--- config.mk ---
export PLATFORM = sky130hd
export DESIGN_NAME = particulate_sensor_frame_parser_top_flat
export DESIGN_NICKNAME = d
export VERILOG_FILES = /design/src/rtl/core/psfp_pkg.sv /design/src/rtl/core/psfp_if.sv /design/src/rtl/core/psfp_store.sv /design/src/rtl/core/particulate_sensor_frame_parser_top.sv /design/src/flat_wrapper.sv
export SDC_FILE = /design/constraint.sdc
export NUM_CORES = 1
export LEC_CHECK = 0
export BUFFER_PORTS_ARGS = -buffer_cell sky130_fd_sc_hd__buf_2
export CORE_UTILIZATION = 55
export DETAILED_ROUTE_END_ITERATION = 6
export PLACE_DENSITY = 0.78
export SETUP_SLACK_MARGIN = 0.4
export SYNTH_ARGS = -nofsm -noshare
export SYNTH_HDL_FRONTEND = slang
export SYNTH_SLANG_ARGS = --single-unit
--- constraint.sdc ---
create_clock -name clk -period 7.1 [get_ports clk]
set_input_delay 0.355 -clock clk [delete_from_list [all_inputs] [get_ports clk]]
set_output_delay 0.355 -clock clk [all_outputs]
set_load 0.03 [all_outputs]
--- src/rtl/core/psfp_pkg.sv ---
package psfp_pkg;

    // Default frame store depth in bytes
    localparam int BUF_DEPTH_DEF = 64;

    // Frame header pair
    localparam logic [7:0] HDR_FIRST  = 8'h42;
    localparam logic [7:0] HDR_SECOND = 8'h4D;

    // Output word layout
    localparam int         WORD_COUNT = 14;
    localparam logic [3:0] LAST_IDX   = 4'(WORD_COUNT - 1);
    localparam int         WORD_BASE  = 4;
    localparam int         CK_POS     = WORD_BASE + 2 * (WORD_COUNT - 1);

    // Length field plus offset, one bit wider than the field
    localparam int LEN_W = 17;

    typedef enum logic [3:0] {
        S_IDLE,
        S_HDR2,
        S_SUM,
        S_CK_HI,
        S_CK_LO,
        S_CK_CMP,
        S_W_HI,
        S_W_LO,
        S_W_OUT
    } state_t;

endpackage

--- src/rtl/core/psfp_if.sv ---
// Received byte channel
interface psfp_byte_if;
    logic       valid;
    logic       ready;
    logic [7:0] rx_byte;

    modport source (output valid, output rx_byte, input ready);
    modport sink (input valid, input rx_byte, output ready);
endinterface

// Decoded word channel
interface psfp_word_if;
    logic        valid;
    logic        ready;
    logic [3:0]  word_index;
    logic [15:0] word_value;
    logic        checksum_ok;
    logic        last_word;

    modport source (output valid, output word_index, output word_value,
                    output checksum_ok, output last_word, input ready);
    modport sink (input valid, input word_index, input word_value,
                  input checksum_ok, input last_word, output ready);
endinterface

--- src/rtl/core/psfp_store.sv ---
// Frame byte store: one write port, one registered read port.
// Entries not yet written since reset read as zero.
module psfp_store #(
    parameter int BUF_DEPTH = psfp_pkg::BUF_DEPTH_DEF,
    localparam int AW = $clog2(BUF_DEPTH)
) (
    input  logic          clk,
    input  logic          rst_n,
    input  logic          wr_en,
    input  logic [AW-1:0] wr_addr,
    input  logic [7:0]    wr_data,
    input  logic [AW-1:0] rd_addr,
    output logic [7:0]    rd_data
);

    logic [7:0]           mem [BUF_DEPTH];
    logic [BUF_DEPTH-1:0] valid_reg;
    logic [7:0]           mem_q_reg;
    logic                 vld_q_reg;

    // Storage array
    always_ff @(posedge clk)
    begin
        if (wr_en)
        begin
            mem[wr_addr] <= wr_data;
        end
        mem_q_reg <= mem[rd_addr];
    end

    // Written flags, cleared at reset
    always_ff @(posedge clk or negedge rst_n)
    begin
        if (!rst_n)
        begin
            valid_reg <= '0;
            vld_q_reg <= 1'b0;
        end
        else
        begin
            if (wr_en)
            begin
                valid_reg[wr_addr] <= 1'b1;
            end
            vld_q_reg <= valid_reg[rd_addr];
        end
    end

    assign rd_data = vld_q_reg ? mem_q_reg : 8'h00;

endmodule

--- src/rtl/core/particulate_sensor_frame_parser_top.sv ---
// Particulate sensor frame parser.
// Input channel "bytes" takes one received serial byte per transaction; output
// channel "words" delivers the 14 big-endian words of each good frame (bytes
// 4..31), word 13 being the sensor checksum, each flagged with checksum_ok.
// A byte pair 0x42 0x4D restarts the frame; a frame completes when the byte
// count reaches the length field plus 4. Frames with a bad header give nothing.
// In idle an ordinary byte goes straight into the store; the second header byte
// holds off input while byte 0 and byte 1 are written in turn through the single
// store write port. A byte that completes a good frame holds off input while the
// frame is read back: one store read per cycle feeds the byte-sum adder, then the
// checksum is read and compared, then each word's two bytes pass the read port.
// Results sit in an output register, so input is taken again as soon as the
// last word is loaded; a stalled receiver freezes the word sequencer.
// Reset clears the count, the last byte and the store contents (the store
// keeps one written flag per byte, so no clearing pass is needed).
module particulate_sensor_frame_parser_top #(
    parameter int BUF_DEPTH = psfp_pkg::BUF_DEPTH_DEF
) (
    input logic          clk,
    input logic          rst_n,
    psfp_byte_if.sink    bytes,
    psfp_word_if.source  words
);

    localparam int AW = $clog2(BUF_DEPTH);
    localparam int CW = $clog2(BUF_DEPTH + 1);
    localparam int LEN_BITS = psfp_pkg::LEN_W;

    psfp_pkg::state_t state_reg, state_next;

    logic [CW-1:0] count_reg, count_next;
    logic [7:0]    prev_reg, prev_next;
    logic [7:0]    pend_reg, pend_next;
    logic [7:0]    hdr0_reg, hdr0_next;
    logic [7:0]    hdr1_reg, hdr1_next;
    logic [7:0]    len_hi_reg, len_hi_next;
    logic [7:0]    len_lo_reg, len_lo_next;
    logic [AW-1:0] idx_reg, idx_next;
    logic [AW-1:0] last_reg, last_next;
    logic          acc_reg, acc_next;
    logic [15:0]   sum_reg, sum_next;
    logic [7:0]    hi_reg, hi_next;
    logic          ok_reg, ok_next;
    logic [3:0]    word_reg, word_next;

    logic          out_valid_reg, out_valid_next;
    logic [3:0]    out_index_reg, out_index_next;
    logic [15:0]   out_value_reg, out_value_next;
    logic          out_ok_reg, out_ok_next;
    logic          out_last_reg, out_last_next;

    logic            wr_en;
    logic [AW-1:0]   wr_addr;
    logic [7:0]      wr_data;
    logic [AW-1:0]   rd_addr;
    logic [7:0]      rd_data;

    logic [CW-1:0]    base_cnt;
    logic [AW-1:0]    base_addr;
    logic [CW-1:0]    cnt_inc;
    logic [7:0]       len_hi_new;
    logic [7:0]       len_lo_new;
    logic [LEN_BITS-1:0] len_ext;
    logic [LEN_BITS-1:0] span;
    logic             hdr_pair;
    logic             frame_done;
    logic             hdr_ok;
    logic [AW-1:0]    word_addr;
    logic             load_out;

    psfp_store #(
        .BUF_DEPTH (BUF_DEPTH)
    ) u_store (
        .clk     (clk),
        .rst_n   (rst_n),
        .wr_en   (wr_en),
        .wr_addr (wr_addr),
        .wr_data (wr_data),
        .rd_addr (rd_addr),
        .rd_data (rd_data)
    );

    // Byte position bookkeeping for the incoming byte
    always_comb
    begin
        base_cnt   = (count_reg >= CW'(BUF_DEPTH)) ? '0 : count_reg;
        base_addr  = base_cnt[AW-1:0];
        cnt_inc    = base_cnt + CW'(1);
        len_hi_new = (base_addr == AW'(2)) ? bytes.rx_byte : len_hi_reg;
        len_lo_new = (base_addr == AW'(3)) ? bytes.rx_byte : len_lo_reg;
        len_ext    = {1'b0, len_hi_new, len_lo_new};
        span       = len_ext + LEN_BITS'(2);
        hdr_pair   = (prev_reg == psfp_pkg::HDR_FIRST) &&
                     (bytes.rx_byte == psfp_pkg::HDR_SECOND);
        frame_done = (cnt_inc > CW'(3)) &&
                     ((len_ext + LEN_BITS'(4)) == LEN_BITS'(cnt_inc));
        hdr_ok     = (hdr0_reg == psfp_pkg::HDR_FIRST) &&
                     (hdr1_reg == psfp_pkg::HDR_SECOND);
        word_addr  = AW'(psfp_pkg::WORD_BASE) + AW'({word_reg, 1'b0});
    end

    // Sequencer: next state, store access and output load
    always_comb
    begin
        state_next  = state_reg;
        count_next  = count_reg;
        prev_next   = prev_reg;
        pend_next   = pend_reg;
        hdr0_next   = hdr0_reg;
        hdr1_next   = hdr1_reg;
        len_hi_next = len_hi_reg;
        len_lo_next = len_lo_reg;
        idx_next    = idx_reg;
        last_next   = last_reg;
        acc_next    = 1'b0;
        sum_next    = sum_reg;
        hi_next     = hi_reg;
        ok_next     = ok_reg;
        word_next   = word_reg;
        wr_en       = 1'b0;
        wr_addr     = '0;
        wr_data     = 8'h00;
        rd_addr     = '0;
        load_out    = 1'b0;

        // Byte sum, one read behind the address
        if (acc_reg)
        begin
            sum_next = sum_reg + {8'h00, rd_data};
        end

        case (state_reg)
            psfp_pkg::S_IDLE:
            begin
                if (bytes.valid)
                begin
                    prev_next = bytes.rx_byte;
                    wr_en     = 1'b1;
                    if (hdr_pair)
                    begin
                        // Restart: byte 0 now, byte 1 next cycle
                        wr_addr    = '0;
                        wr_data    = psfp_pkg::HDR_FIRST;
                        hdr0_next  = psfp_pkg::HDR_FIRST;
                        pend_next  = bytes.rx_byte;
                        state_next = psfp_pkg::S_HDR2;
                    end
                    else
                    begin
                        wr_addr     = base_addr;
                        wr_data     = bytes.rx_byte;
                        len_hi_next = len_hi_new;
                        len_lo_next = len_lo_new;
                        if (base_addr == AW'(0))
                        begin
                            hdr0_next = bytes.rx_byte;
                        end
                        if (base_addr == AW'(1))
                        begin
                            hdr1_next = bytes.rx_byte;
                        end
                        if (frame_done)
                        begin
                            count_next = '0;
                            if (hdr_ok)
                            begin
                                sum_next   = 16'h0000;
                                idx_next   = '0;
                                last_next  = (span >= LEN_BITS'(BUF_DEPTH)) ?
                                             AW'(BUF_DEPTH - 1) :
                                             AW'(span - LEN_BITS'(1));
                                state_next = psfp_pkg::S_SUM;
                            end
                        end
                        else
                        begin
                            count_next = cnt_inc;
                        end
                    end
                end
            end

            psfp_pkg::S_HDR2:
            begin
                wr_en      = 1'b1;
                wr_addr    = AW'(1);
                wr_data    = pend_reg;
                hdr1_next  = pend_reg;
                count_next = CW'(2);
                state_next = psfp_pkg::S_IDLE;
            end

            psfp_pkg::S_SUM:
            begin
                rd_addr  = idx_reg;
                acc_next = 1'b1;
                if (idx_reg == last_reg)
                begin
                    state_next = psfp_pkg::S_CK_HI;
                end
                else
                begin
                    idx_next = idx_reg + AW'(1);
                end
            end

            psfp_pkg::S_CK_HI:
            begin
                rd_addr    = AW'(psfp_pkg::CK_POS);
                state_next = psfp_pkg::S_CK_LO;
            end

            psfp_pkg::S_CK_LO:
            begin
                rd_addr    = AW'(psfp_pkg::CK_POS + 1);
                hi_next    = rd_data;
                state_next = psfp_pkg::S_CK_CMP;
            end

            psfp_pkg::S_CK_CMP:
            begin
                ok_next    = ({hi_reg, rd_data} == sum_reg);
                word_next  = '0;
                state_next = psfp_pkg::S_W_HI;
            end

            psfp_pkg::S_W_HI:
            begin
                rd_addr    = word_addr;
                state_next = psfp_pkg::S_W_LO;
            end

            psfp_pkg::S_W_LO:
            begin
                rd_addr    = word_addr + AW'(1);
                hi_next    = rd_data;
                state_next = psfp_pkg::S_W_OUT;
            end

            psfp_pkg::S_W_OUT:
            begin
                // Keep the low byte address so the read data holds on a stall
                rd_addr = word_addr + AW'(1);
                if (!out_valid_reg || words.ready)
                begin
                    load_out = 1'b1;
                    if (word_reg == psfp_pkg::LAST_IDX)
                    begin
                        state_next = psfp_pkg::S_IDLE;
                    end
                    else
                    begin
                        word_next  = word_reg + 4'd1;
                        state_next = psfp_pkg::S_W_HI;
                    end
                end
            end

            default:
            begin
                state_next = psfp_pkg::S_IDLE;
            end
        endcase
    end

    // Output register
    always_comb
    begin
        out_valid_next = out_valid_reg && !words.ready;
        out_index_next = out_index_reg;
        out_value_next = out_value_reg;
        out_ok_next    = out_ok_reg;
        out_last_next  = out_last_reg;
        if (load_out)
        begin
            out_valid_next = 1'b1;
            out_index_next = word_reg;
            out_value_next = {hi_reg, rd_data};
            out_ok_next    = ok_reg;
            out_last_next  = (word_reg == psfp_pkg::LAST_IDX);
        end
    end

    // Control registers
    always_ff @(posedge clk or negedge rst_n)
    begin
        if (!rst_n)
        begin
            state_reg     <= psfp_pkg::S_IDLE;
            count_reg     <= '0;
            prev_reg      <= 8'h00;
            hdr0_reg      <= 8'h00;
            hdr1_reg      <= 8'h00;
            len_hi_reg    <= 8'h00;
            len_lo_reg    <= 8'h00;
            acc_reg       <= 1'b0;
            out_valid_reg <= 1'b0;
        end
        else
        begin
            state_reg     <= state_next;
            count_reg     <= count_next;
            prev_reg      <= prev_next;
            hdr0_reg      <= hdr0_next;
            hdr1_reg      <= hdr1_next;
            len_hi_reg    <= len_hi_next;
            len_lo_reg    <= len_lo_next;
            acc_reg       <= acc_next;
            out_valid_reg <= out_valid_next;
        end
    end

    // Datapath registers
    always_ff @(posedge clk)
    begin
        pend_reg      <= pend_next;
        idx_reg       <= idx_next;
        last_reg      <= last_next;
        sum_reg       <= sum_next;
        hi_reg        <= hi_next;
        ok_reg        <= ok_next;
        word_reg      <= word_next;
        out_index_reg <= out_index_next;
        out_value_reg <= out_value_next;
        out_ok_reg    <= out_ok_next;
        out_last_reg  <= out_last_next;
    end

    assign bytes.ready       = (state_reg == psfp_pkg::S_IDLE);
    assign words.valid       = out_valid_reg;
    assign words.word_index  = out_index_reg;
    assign words.word_value  = out_value_reg;
    assign words.checksum_ok = out_ok_reg;
    assign words.last_word   = out_last_reg;

    // Checks
    a_count_range: assert property (@(posedge clk) disable iff (!rst_n)
        count_reg <= CW'(BUF_DEPTH))
        else $error("byte count beyond store depth");

    a_hdr_restart: assert property (@(posedge clk) disable iff (!rst_n)
        (bytes.valid && bytes.ready && hdr_pair) |=>
        (state_reg == psfp_pkg::S_HDR2) && (hdr0_reg == psfp_pkg::HDR_FIRST))
        else $error("header pair did not restart the frame");

    a_sum_bound: assert property (@(posedge clk) disable iff (!rst_n)
        (state_reg == psfp_pkg::S_SUM) |-> (idx_reg <= last_reg))
        else $error("sum index ran past frame span");

    a_last_index: assert property (@(posedge clk) disable iff (!rst_n)
        (words.valid && words.last_word) |-> (words.word_index == psfp_pkg::LAST_IDX))
        else $error("last flag on a word other than the checksum word");

    a_run_end: assert property (@(posedge clk) disable iff (!rst_n)
        (load_out && (word_reg == psfp_pkg::LAST_IDX)) |=>
        (state_reg == psfp_pkg::S_IDLE))
        else $error("sequencer did not return to idle after the checksum word");

endmodule

--- src/flat_wrapper.sv ---
// flat-port wrapper written by rule: the top's interface ports become plain ports
module particulate_sensor_frame_parser_top_flat 
#(
    parameter int BUF_DEPTH = psfp_pkg::BUF_DEPTH_DEF
)
  (clk, rst_n, bytes_valid, bytes_rx_byte, bytes_ready, words_valid, words_word_index, words_word_value, words_checksum_ok, words_last_word, words_ready);
  psfp_byte_if bytes_i ();
  psfp_word_if words_i ();
  input logic clk;
  input logic rst_n;
  input wire logic [$bits(bytes_i.valid)-1:0] bytes_valid;
  input wire logic [$bits(bytes_i.rx_byte)-1:0] bytes_rx_byte;
  output wire logic [$bits(bytes_i.ready)-1:0] bytes_ready;
  output wire logic [$bits(words_i.valid)-1:0] words_valid;
  output wire logic [$bits(words_i.word_index)-1:0] words_word_index;
  output wire logic [$bits(words_i.word_value)-1:0] words_word_value;
  output wire logic [$bits(words_i.checksum_ok)-1:0] words_checksum_ok;
  output wire logic [$bits(words_i.last_word)-1:0] words_last_word;
  input wire logic [$bits(words_i.ready)-1:0] words_ready;
  assign bytes_i.valid = bytes_valid;
  assign bytes_i.rx_byte = bytes_rx_byte;
  assign bytes_ready = bytes_i.ready;
  assign words_valid = words_i.valid;
  assign words_word_index = words_i.word_index;
  assign words_word_value = words_i.word_value;
  assign words_checksum_ok = words_i.checksum_ok;
  assign words_last_word = words_i.last_word;
  assign words_i.ready = words_ready;
  particulate_sensor_frame_parser_top #(.BUF_DEPTH(BUF_DEPTH)) u_core (.clk(clk), .rst_n(rst_n), .bytes(bytes_i), .words(words_i));
endmodule
# [Yosys cells after proc, flatten, opt, wreduce, memory -nomap -nowiden]
# Memories as Yosys holds them, arrays and structs flattened. A register that Yosys moved wholly into a read port is not among the register bits.
# Cells that the tools add are included.
[word_totals] in_bits=12 out_inout_bits=24 mem_count=1 ramBits=512 regBits=189 word_cells=152
[classes] mux=56 order_cmp=6 n_eq_ne=30 n_addsub=9 bitwise_logic=2 reduce_logical=26
[mem_list] name="u_core.u_store.mem" depth=64 width=8 rd=1 rd_ports_with_merged_regs=1 wr=1 line="psfp_store.sv:16" source="logic [7:0] mem [BUF_DEPTH];"
[ops] cell="16-bit two-way mux" n=6
[ops] cell="8-bit two-way mux" n=10
[ops] cell="64-bit bitwise OR" n=1
[ops] cell="6-bit two-way mux" n=7
[ops] cell="8-bit by 7-bit == test with 1-bit output, second input constant" n=4
[ops] cell="4-bit two-way mux" n=8
[ops] cell="4-bit case mux with 8 select lines" n=1
[ops] cell="8-bit case mux with 2 select lines" n=2
[ops] cell="6-bit case mux with 5 select lines" n=1
[ops] cell="7-bit two-way mux" n=4
[ops] cell="6-bit case mux with 2 select lines" n=2
[ops] cell="16-bit by 2-bit adder with 17-bit output, second input constant" n=1
[ops] cell="16-bit by 3-bit adder with 17-bit output, second input constant" n=1
[ops] cell="17-bit by 7-bit == test with 1-bit output" n=1
[ops] cell="17-bit by 7-bit greater-or-equal comparator with 1-bit output, second input constant" n=1
[ops] cell="16-bit by 8-bit adder with 16-bit output" n=1
[ops] cell="16-bit == test" n=1
[ops] cell="4-bit by 3-bit == test with 1-bit output, second input constant" n=4
[ops] cell="3-bit AND reduction" n=5
[ops] cell="6-bit by 7-bit less-than comparator with 1-bit output, second input constant" n=2
[ops] cell="7-bit case mux with 2 select lines" n=1
[ops] cell="6-bit by 1-bit adder with 6-bit output, second input constant" n=2
[ops] cell="6-bit by 2-bit == test with 1-bit output, second input constant" n=2
[ops] cell="2-bit by 1-bit != test with 1-bit output, second input constant" n=5
[ops] cell="32 further kinds" n=56

# [Longest topological paths before layout]
# Gate-level depths: netlist of the first run.
[depth] depth_word=11 depth_mapped=22 mapped_depth_nobuf=15

# [Cells and area by module]
# Synthesis of the first run repeated with hierarchy kept, for this count alone.
[unflattened] cells_unflattened=1855 area_unflattened_um2=29817.3
[by_module_without_submodules] mod="psfp_store" seq_area_each_um2=17161.5 area_each_um2=22698.0 n_inst=1 cells_per_inst=1103
[by_module_without_submodules] mod="particulate_sensor_frame_parser_top" seq_area_each_um2=3298.2 area_each_um2=7119.3 n_inst=1 cells_per_inst=752

# [Worst setup path after synthesis of the first run]
# Ideal clock, no wire load.
[synth_timing] path_kind="reg-to-reg" startpoint="register u_core.state_reg[0]" endpoint="memory u_core.u_store.mem[0][2] (data pin)" required_ns=6.398 stages_incl_launch_ff=10 setup_time_ns=0.702 period_less_slack_ns=5.564 t_arrival_ns=4.862 path_buffers=4 setup_slack_ns=1.536 path_cell_list="dfrtp_1 -> buf_2 -> or2_2 -> nor3_2 -> and2_1 -> clkbuf_1 -> nand2_1 -> buf_1 -> clkbuf_1 -> o21ai_0"
[synth_between] elab_chain_cells=2 elab_cells_between_ends=3 classes_between="1 x eq/ne; 1 x mux; 1 x reduce/logical"
[synth_rtl] element="from (decl)" line="particulate_sensor_frame_parser_top.sv:29" source="psfp_pkg::state_t state_reg, state_next;"
[synth_rtl] element="from (signal assigned)" line="particulate_sensor_frame_parser_top.sv:289" source="state_reg <= psfp_pkg::S_IDLE;"
[synth_rtl] element="from (signal assigned)" line="particulate_sensor_frame_parser_top.sv:301" source="state_reg <= state_next;"
[synth_rtl] element="4-bit zero test"
[synth_rtl] element="named net bytes_ready" line="flat_wrapper.sv:13" source="output wire logic [$bits(bytes_i.ready)-1:0] bytes_ready;"
[synth_rtl] element="8-bit case mux with 2 select lines" line="particulate_sensor_frame_parser_top.sv:132" source="case (state_reg)"
[synth_rtl] element="named net u_core.u_store.wr_data[2]" line="psfp_store.sv:11" source="input logic [7:0] wr_data,"
[synth_rtl] element="to (decl)" line="psfp_store.sv:16"
# The timed path passes the listed nets, and every way through them passes these cells.

# [Worst setup path after layout of the first run]
[layout_timing] startpoint="register u_core.count_reg[6]" endpoint="register u_core.sum_reg[6]"
[layout_between] elab_chain_cells=11 elab_cells_between_ends=15 classes_between="2 x add/sub; 2 x order compare; 3 x eq/ne; 7 x mux; 1 x reduce/logical"
[layout_rtl] element="from (decl)" line="particulate_sensor_frame_parser_top.sv:31" source="logic [CW-1:0] count_reg, count_next;"
[layout_rtl] element="from (signal assigned)" line="particulate_sensor_frame_parser_top.sv:302" source="count_reg <= count_next;"
[layout_rtl] element="7-bit greater-or-equal comparator" line="particulate_sensor_frame_parser_top.sv:86" source="base_cnt = (count_reg >= CW'(BUF_DEPTH)) ? '0 : count_reg;"
[layout_rtl] element="7-bit two-way mux" line="particulate_sensor_frame_parser_top.sv:86"
[layout_rtl] element="6-bit by 2-bit == test with 1-bit output" line="particulate_sensor_frame_parser_top.sv:90" source="len_lo_new = (base_addr == AW'(3)) ? bytes.rx_byte : len_lo_reg;"
[layout_rtl] element="8-bit two-way mux" line="particulate_sensor_frame_parser_top.sv:90"
[layout_rtl] element="named net u_core.len_lo_new[2]" line="particulate_sensor_frame_parser_top.sv:62" source="logic [7:0] len_lo_new;"
[layout_rtl] element="16-bit by 3-bit adder with 17-bit output" line="particulate_sensor_frame_parser_top.sv:96" source="((len_ext + LEN_BITS'(4)) == LEN_BITS'(cnt_inc));"
[layout_rtl] element="17-bit by 7-bit == test with 1-bit output" line="particulate_sensor_frame_parser_top.sv:96"
[layout_rtl] element="1-bit logical AND" line="particulate_sensor_frame_parser_top.sv:95" source="frame_done = (cnt_inc > CW'(3)) &&"
[layout_rtl] element="16-bit two-way mux" line="particulate_sensor_frame_parser_top.sv:162" source="if (frame_done)"
[layout_rtl] element="16-bit two-way mux" line="particulate_sensor_frame_parser_top.sv:139" source="if (hdr_pair)"
[layout_rtl] element="16-bit two-way mux" line="particulate_sensor_frame_parser_top.sv:135" source="if (bytes.valid)"
[layout_rtl] element="16-bit two-way mux" line="particulate_sensor_frame_parser_top.sv:132"
[layout_rtl] element="named net u_core.sum_next[6]" line="particulate_sensor_frame_parser_top.sv:41" source="logic [15:0] sum_reg, sum_next;"
[layout_rtl] element="to (signal assigned)" line="particulate_sensor_frame_parser_top.sv:319" source="sum_reg <= sum_next;"
[layout_rtl] element="to (decl)" line="particulate_sensor_frame_parser_top.sv:41"
# The timed path passes the listed nets, and every way through them passes these cells.
# A chain may end at the register's enable or synchronous reset.

==> flow_metrics.tcl, run 1 <==
set metrics [dict create \
    fin_util_pct 61.5 \
    drv_cap 0 \
    fp.dieW_microns 238 \
    cts_sinks 709 \
    synth_most_common_cell "edfxtp_1" \
    pin_count 36 \
    post_drt_wl_per_cell_microns 25.3 \
    endpoint_kind "flip-flop" \
    worst-setup-path-type "flip-flop to flip-flop" \
    yosys_register_bits 709 \
    grt_pass1_vias 20700 \
    drtPass1Iterations 6 \
    cts_tree "done" \
    slowest_delay_ns 0.94 \
    synth_area_leader_cell "edfxtp_1" \
    fmax_ghz 0.183 \
    status "finished, final reports clean" \
    worst_slack_ns 1.64 \
    finalWirelength_mm 83.7 \
    p_clk_share_pct 24.8 \
    insertion_delay_ns 0.62 \
    synth_commonest_cells "edfxtp_1 (567), nand2_1 (481), nor2_1 (163), nand3_1 (138), dfrtp_1 (118)" \
    synth.area.top_cells "edfxtp_1 (55%), dfrtp_1 (9.6%), nand2_1 (5.9%), mux2i_1 (2.4%), nand3_1 (2.2%)" \
    cp_cell_sequence "nand2b_1, inv_1, ha_1, o21ai_2, buf_4, o21ai_0, ha_1, nand2_1, mux2i_1, a21oi_1, nor2_1, nor4bb_1, nor4b_4, nor2_1" \
    dp_hpwl_mm 51.1 \
    synth.avg_cell_area_sq_um 12.2 \
    r2r_setup_slack_ns 1.64 \
    critPathBufInv 2 \
    ys_seq_area_share_pct 66.6 \
    ff2ff_path_depth 14 \
    synth-warning-count 0 \
    synth_nets 2545 \
    yosysUniqueCellTypes 87 \
    period_share_pct 76.9 \
    worstPathRequired_ns 7.55 \
    synth_edf_count 567 \
    netlist.area_leader.share_pct 55.4 \
    pre_cts_ws_ns 1.78 \
    p_sw_w 0.00600 \
    r2r-end "u_core.sum_reg[6]$_DFF_P_" \
    grt_pass1_wl_mm 125 \
    synth_top_flop_cell "edfxtp_1" \
    fin_hold_ws_ns 0.126 \
    internal_power_w 0.00910 \
    seqPwrFrac_pct 36.3 \
    holdPathEnd "u_core.pend_reg[2]$_DFFE_PP_" \
    grt_overflow 0 \
    htree_num_levels 3 \
    drc_errors 0 \
    drtIter0Drc 2823 \
    clkSlewWorstSetupHoldPaths_ns 0.06 \
    hold_viol 0 \
    drv_slew 0 \
    startpoint_type "flip-flop" \
    min_path_type "input port to flip-flop" \
    cp_slowest_cell "nor4b_4" \
    ant_nets 0 \
    post-cts-setup-buffer-count 0 \
    setup_viol_count_final 0 \
    synth_cells 2512 \
    arrival_ns 5.91 \
    rr_startpoint "u_core.count_reg[6]$_DFFE_PN0P_" \
    routed_via_density 6.54 \
    maxSlewHeadroom_pct 13.5 \
    drive_gt1_share_pct 11.9 \
    start_util_pct 55.7 \
    root_buffer "clkbuf_16" \
    rsz0062_at_grt "no" \
    min_from "bytes_rx_byte[2]" \
    cts_hold_buf 1 \
    num_vias 21700 \
    core_sq_um 55200 \
    grt_usage_pct 29.4 \
    pwr_density_cell_nw_per_um2 445 \
    antenna_found_initial 1 \
    grt_max_degree 110 \
    combPwrFrac_pct 38.8 \
    numCtsBuffers 70 \
    syn_to_final_growth_pct 10.4 \
    die_y_microns 238 \
    rows 86 \
    die_area_sq_um 56800 \
    cts.repair.resized 0 \
    tightest_slew_ns 1.29 \
    largest_reg_flops 512 \
    finalClockSkew_ns 0.0264 \
    diodes 0 \
    cts_buffer_depth 3 \
    critical_path.top_delay_family "simple AND/OR/NAND/NOR gates" \
    hold_depth 1 \
    io_buffers 35 \
    gp_congestion 0.897 \
    cp_max_fo 22 \
    syn_area_sq_um 30700 \
    final_nets 2538 \
    min_period_ns 5.46 \
    fin_tns_setup_ns 0 \
    leakagePower_nw 12.5 \
    ir_drop_uv 376 \
    switching_share_pct 39.7 \
    ys_async_sr_fraction_pct 16.6 \
]
[worst max-delay path by stage]
stage | to | cells past startpoint | from | slack (ns)
finish | u_core.sum_reg[6]$_DFF_P_ | 14 | u_core.count_reg[6]$_DFFE_PN0P_ | 1.64
global route | u_core.sum_reg[6]$_DFF_P_ | 14 | u_core.count_reg[6]$_DFFE_PN0P_ | 1.22
CTS | u_core.sum_reg[6]$_DFF_P_ | 14 | u_core.count_reg[6]$_DFFE_PN0P_ | 1.77
detailed placement | u_core.sum_reg[6]$_DFF_P_ | 14 | u_core.count_reg[6]$_DFFE_PN0P_ | 1.78
global placement | u_core.sum_reg[13]$_DFF_P_ | 14 | u_core.count_reg[6]$_DFFE_PN0P_ | 1.95
floorplan | u_core.u_store.mem[0][2]$_DFFE_PP_ | 9 | u_core.state_reg[0]$_DFFE_PN0P_ | 1.54
[through the flow]
stage	std cells	area, sq um	total power [W]
global route	3310	33900	0.0156
global placement	3180	31600	0.0111
finish	3310	33900	0.0151
floorplan	2512	30700	0.00925
CTS	3310	33900	0.0149
detailed placement	3180	31600	0.0112
[power groups by stage]
stage / clock network (W) / logic (W) / registers [W]
floorplan: 0 / 0.00384 / 0.00541
global placement: 0 / 0.00556 / 0.00554
detailed placement: 0 / 0.00566 / 0.00556
CTS: 0.00376 / 0.00570 / 0.00547
global route: 0.00391 / 0.00618 / 0.00552
finish: 0.00375 / 0.00586 / 0.00549
[layer usage]
metal,GRT usage (%),routed length (microns)
met1,38.9,31200
met2,46.2,39200
met3,6.42,9040
met4,14.1,4270
met5,0,13
[worst reg2reg max path: stages (launching register included)]
cell and delay (ns):
dfrtp_1 0.57, nand2b_1 0.38, inv_1 0.17, ha_1 0.39
o21ai_2 0.09, buf_4 0.23, o21ai_0 0.42, ha_1 0.42
nand2_1 0.10, mux2i_1 0.60, a21oi_1 0.18, nor2_1 0.13
nor4bb_1 0.56, nor4b_4 0.94, nor2_1 0.14
[cell type report]
class,count,area (sq um)
Fill cell,4015,21300
Timing Repair Buffer,77,512
Sequential cell,709,20500
Clock buffer,95,1960
Tap cell,748,936
Multi-Input combinational cell,1627,9630
Clock inverter,34,369
Inverter,20,75.1
[placed cells by master (no fill, tap or decap), types with 19 or more instances in the layout]
cell,count
dfrtp_1,118
edfxtp_1,567
inv_1,20
nand3_1,138
o21ai_0,55
clkbuf_16,72
nand4_1,32
a211oi_1,40
a31oi_1,43
dfxtp_1,24
xor2_1,22
and3_1,51
a311oi_1,19
mux2_2,28
nor3_1,19
nand2_1,474
nor2_1,160
buf_2,34
a21oi_1,88
xnor2_1,32
ha_1,20
a22oi_1,26
buf_4,40
or2_2,57
mux2i_1,74
[logic make-up after synthesis]
group                      synth area share [%]
adders and majority gates                 0.879
DFF                                        66.6
xor gates and xnor gates                   1.54
AOI/OAI and AO/OA                          9.47
buffers and inverters                      2.39
muxes                                      3.73
and+or+nand+nor                            15.4
No activity file was read; power rests on OpenSTA's default activity.
==> run 2: changes to the inputs <==
- PLACE_DENSITY: 0.78 -> 0.81
- clock period: 7.1 -> 5 ns (I/O delays scaled with it)
==> run 2 against run 1 <==
  * The run now ends with design-rule violations left
  * Power rose by 44%
  * Sequential share of layout area fell by 0.54 points
  * Non-clock buffer count rose by 47
  * Global-route usage rose by 1.6 points
  * Wire length rose by 5.0%
  * Sequential power rose by 42%
  * Final cell count rose by 1.4%
==> flow_metrics.tcl, run 2 (synthesis results as in run 1) <==
set metrics [dict create \
    fin_util_pct 62.0 \
    pin_count 36 \
    drc_errors 1 \
    mostFrequentLayoutCells "edfxtp_1 (567), nand2_1 (474), nor2_1 (160), nand3_1 (138), dfrtp_1 (118)" \
    antenna_found_initial 1 \
    syn_to_final_growth_pct 11.4 \
    rows 86 \
    drive_gt1_share_pct 13.0 \
    violations "design-rule violations" \
    grt_max_degree 70 \
    num_vias 22000 \
    multiInputGateArea_sq_um 9650 \
    status "complete, but fails checks" \
    insertion_delay_ns 0.63 \
    leakagePower_nw 12.8 \
    min_from "words_ready" \
    fin_hold_ws_ns 0.0206 \
    period_share_pct 89.2 \
    final_nets 2585 \
    ir_drop_uv 516 \
    largest_reg_flops 512 \
    cts_tree "done" \
    fmax_ghz 0.224 \
    fin_tns_setup_ns 0 \
    die_y_microns 238 \
    rsz0062_at_grt "no" \
    setup_viol_count_final 0 \
    grt_usage_pct 31.0 \
    die_area_sq_um 56800 \
    post-cts-setup-buffer-count 0 \
    core_sq_um 55200 \
    cts_sinks 709 \
    startpoint_type "flip-flop" \
    ff_latch_area_sq_um 20500 \
    endpoint_kind "flip-flop" \
    worstPathRequired_ns 5.25 \
    critPathBufInv 1 \
    fp.dieW_microns 238 \
    cp_slowest_cell "nor2_1" \
    drv_cap 0 \
    min_path_type "input port to flip-flop" \
    diodes 0 \
    cts_buffer_depth 3 \
    ant_nets 0 \
    fillers 4008 \
    root_buffer "clkbuf_16" \
    arrival_ns 4.71 \
    gp_congestion 0.987 \
    slowest_delay_ns 0.96 \
    finalWirelength_mm 87.9 \
    cp_cell_sequence "or2_2, nor3_2, and2_1, nand2_1, buf_4, nor3_1, nand3_1, nor2_1" \
    grt_pass1_wl_mm 132 \
    htree_num_levels 3 \
    dp_hpwl_mm 55.1 \
    drv_slew 0 \
    io_buffers 35 \
    cp-startpoint "u_core.state_reg[0]$_DFFE_PN0P_" \
    start_util_pct 55.7 \
    worst-setup-path-type "flip-flop to flip-flop" \
    numCtsBuffers 70 \
    cp_max_fo 40 \
    post_drt_wl_per_cell_microns 26.2 \
    tightest_slew_ns 1.43 \
    finalClockSkew_ns 0.0371 \
    hold_viol 0 \
    clkSlewWorstSetupHoldPaths_ns 0.06 \
    rr_startpoint "u_core.state_reg[0]$_DFFE_PN0P_" \
    pwr_density_cell_nw_per_um2 634 \
    grt_pass1_vias 21600 \
    critical_path.top_delay_family "simple AND/OR/NAND/NOR gates" \
    drtIter0Drc 2829 \
    maxSlewHeadroom_pct 4.53 \
    grt_overflow 0 \
    routed_via_density 6.56 \
    min_period_ns 4.46 \
    drtPass1Iterations 7 \
    final_common_cell "edfxtp_1" \
]
[run 2: tightest hold or removal path, cell delays in order]
cell and delay [ns]:
buf_2 0.07, nand2b_1 0.20, nand2_1 0.07
[run 2: final cells by class]
| cell class | count | area share [%] |
|---|---|---|
| flip-flops and latches | 709 | 59.7 |
| multi-input cells | 1627 | 28.2 |
| clock buffers | 97 | 5.56 |
| repair buffers | 124 | 2.81 |
| well taps | 748 | 2.73 |
| clock inverters | 31 | 0.753 |
| inverters | 20 | 0.219 |
[run 2: path summary, 6_finish.rpt]
path / depth (start not counted) / slack, ns / end
worst min register to register: 0 / 0.43 / u_core.words.checksum_ok$_DFFE_PP_
worst min-delay path: 3 / 0.02 / u_core.words.valid$_DFF_PN0_
min in group asynchronous: 2 / 0.27 / u_core.u_store.valid_reg[18]$_DFFE_PN0P_
worst max register to register: 8 / 0.54 / u_core.u_store.mem[58][4]$_DFFE_PP_
worst max-delay path: 8 / 0.54 / u_core.u_store.mem[58][4]$_DFFE_PP_
max in group asynchronous: 3 / 3.49 / u_core.prev_reg[0]$_DFFE_PN0P_
[run 2: what timing repair did]
item	4_1_cts	5_1_grt
hold buffers	1	0
resized for setup	0	3
endpoints found under the setup margin	0	33
endpoints found under the hold margin	68	0
[run 2: stage by stage]
| step | worst slack, ns | power (W) | instance area (sq um) | cells |
|---|---|---|---|---|
| floorplan | 0.427 | 0.0131 | 30800 | 2512 |
| global placement | 0.187 | 0.0161 | 32100 | 3226 |
| detailed placement | 0.584 | 0.0164 | 32100 | 3227 |
| CTS | 0.544 | 0.0214 | 34200 | 3356 |
| global route | 0.420 | 0.0224 | 34200 | 3356 |
| finish | 0.542 | 0.0217 | 34200 | 3356 |
[run 2: routing by layer]
layer / vias up / share of wire, % / GRT usage, %
li1: 9376 / - / -
met1: 10600 / 35 / 39.7
met2: 1686 / 46 / 48.2
met3: 352 / 12 / 7.50
met4: 2 / 6.5 / 18.4
met5: - / 0.018 / 0
[run 2: power by group]
group / total, W / switching (W) / internal (W)
Sequential: 0.00780 / 0.000495 / 0.00730
Combinational: 0.00886 / 0.00603 / 0.00283
Clock: 0.00506 / 0.00225 / 0.00280
Total: 0.0217 / 0.00878 / 0.0129
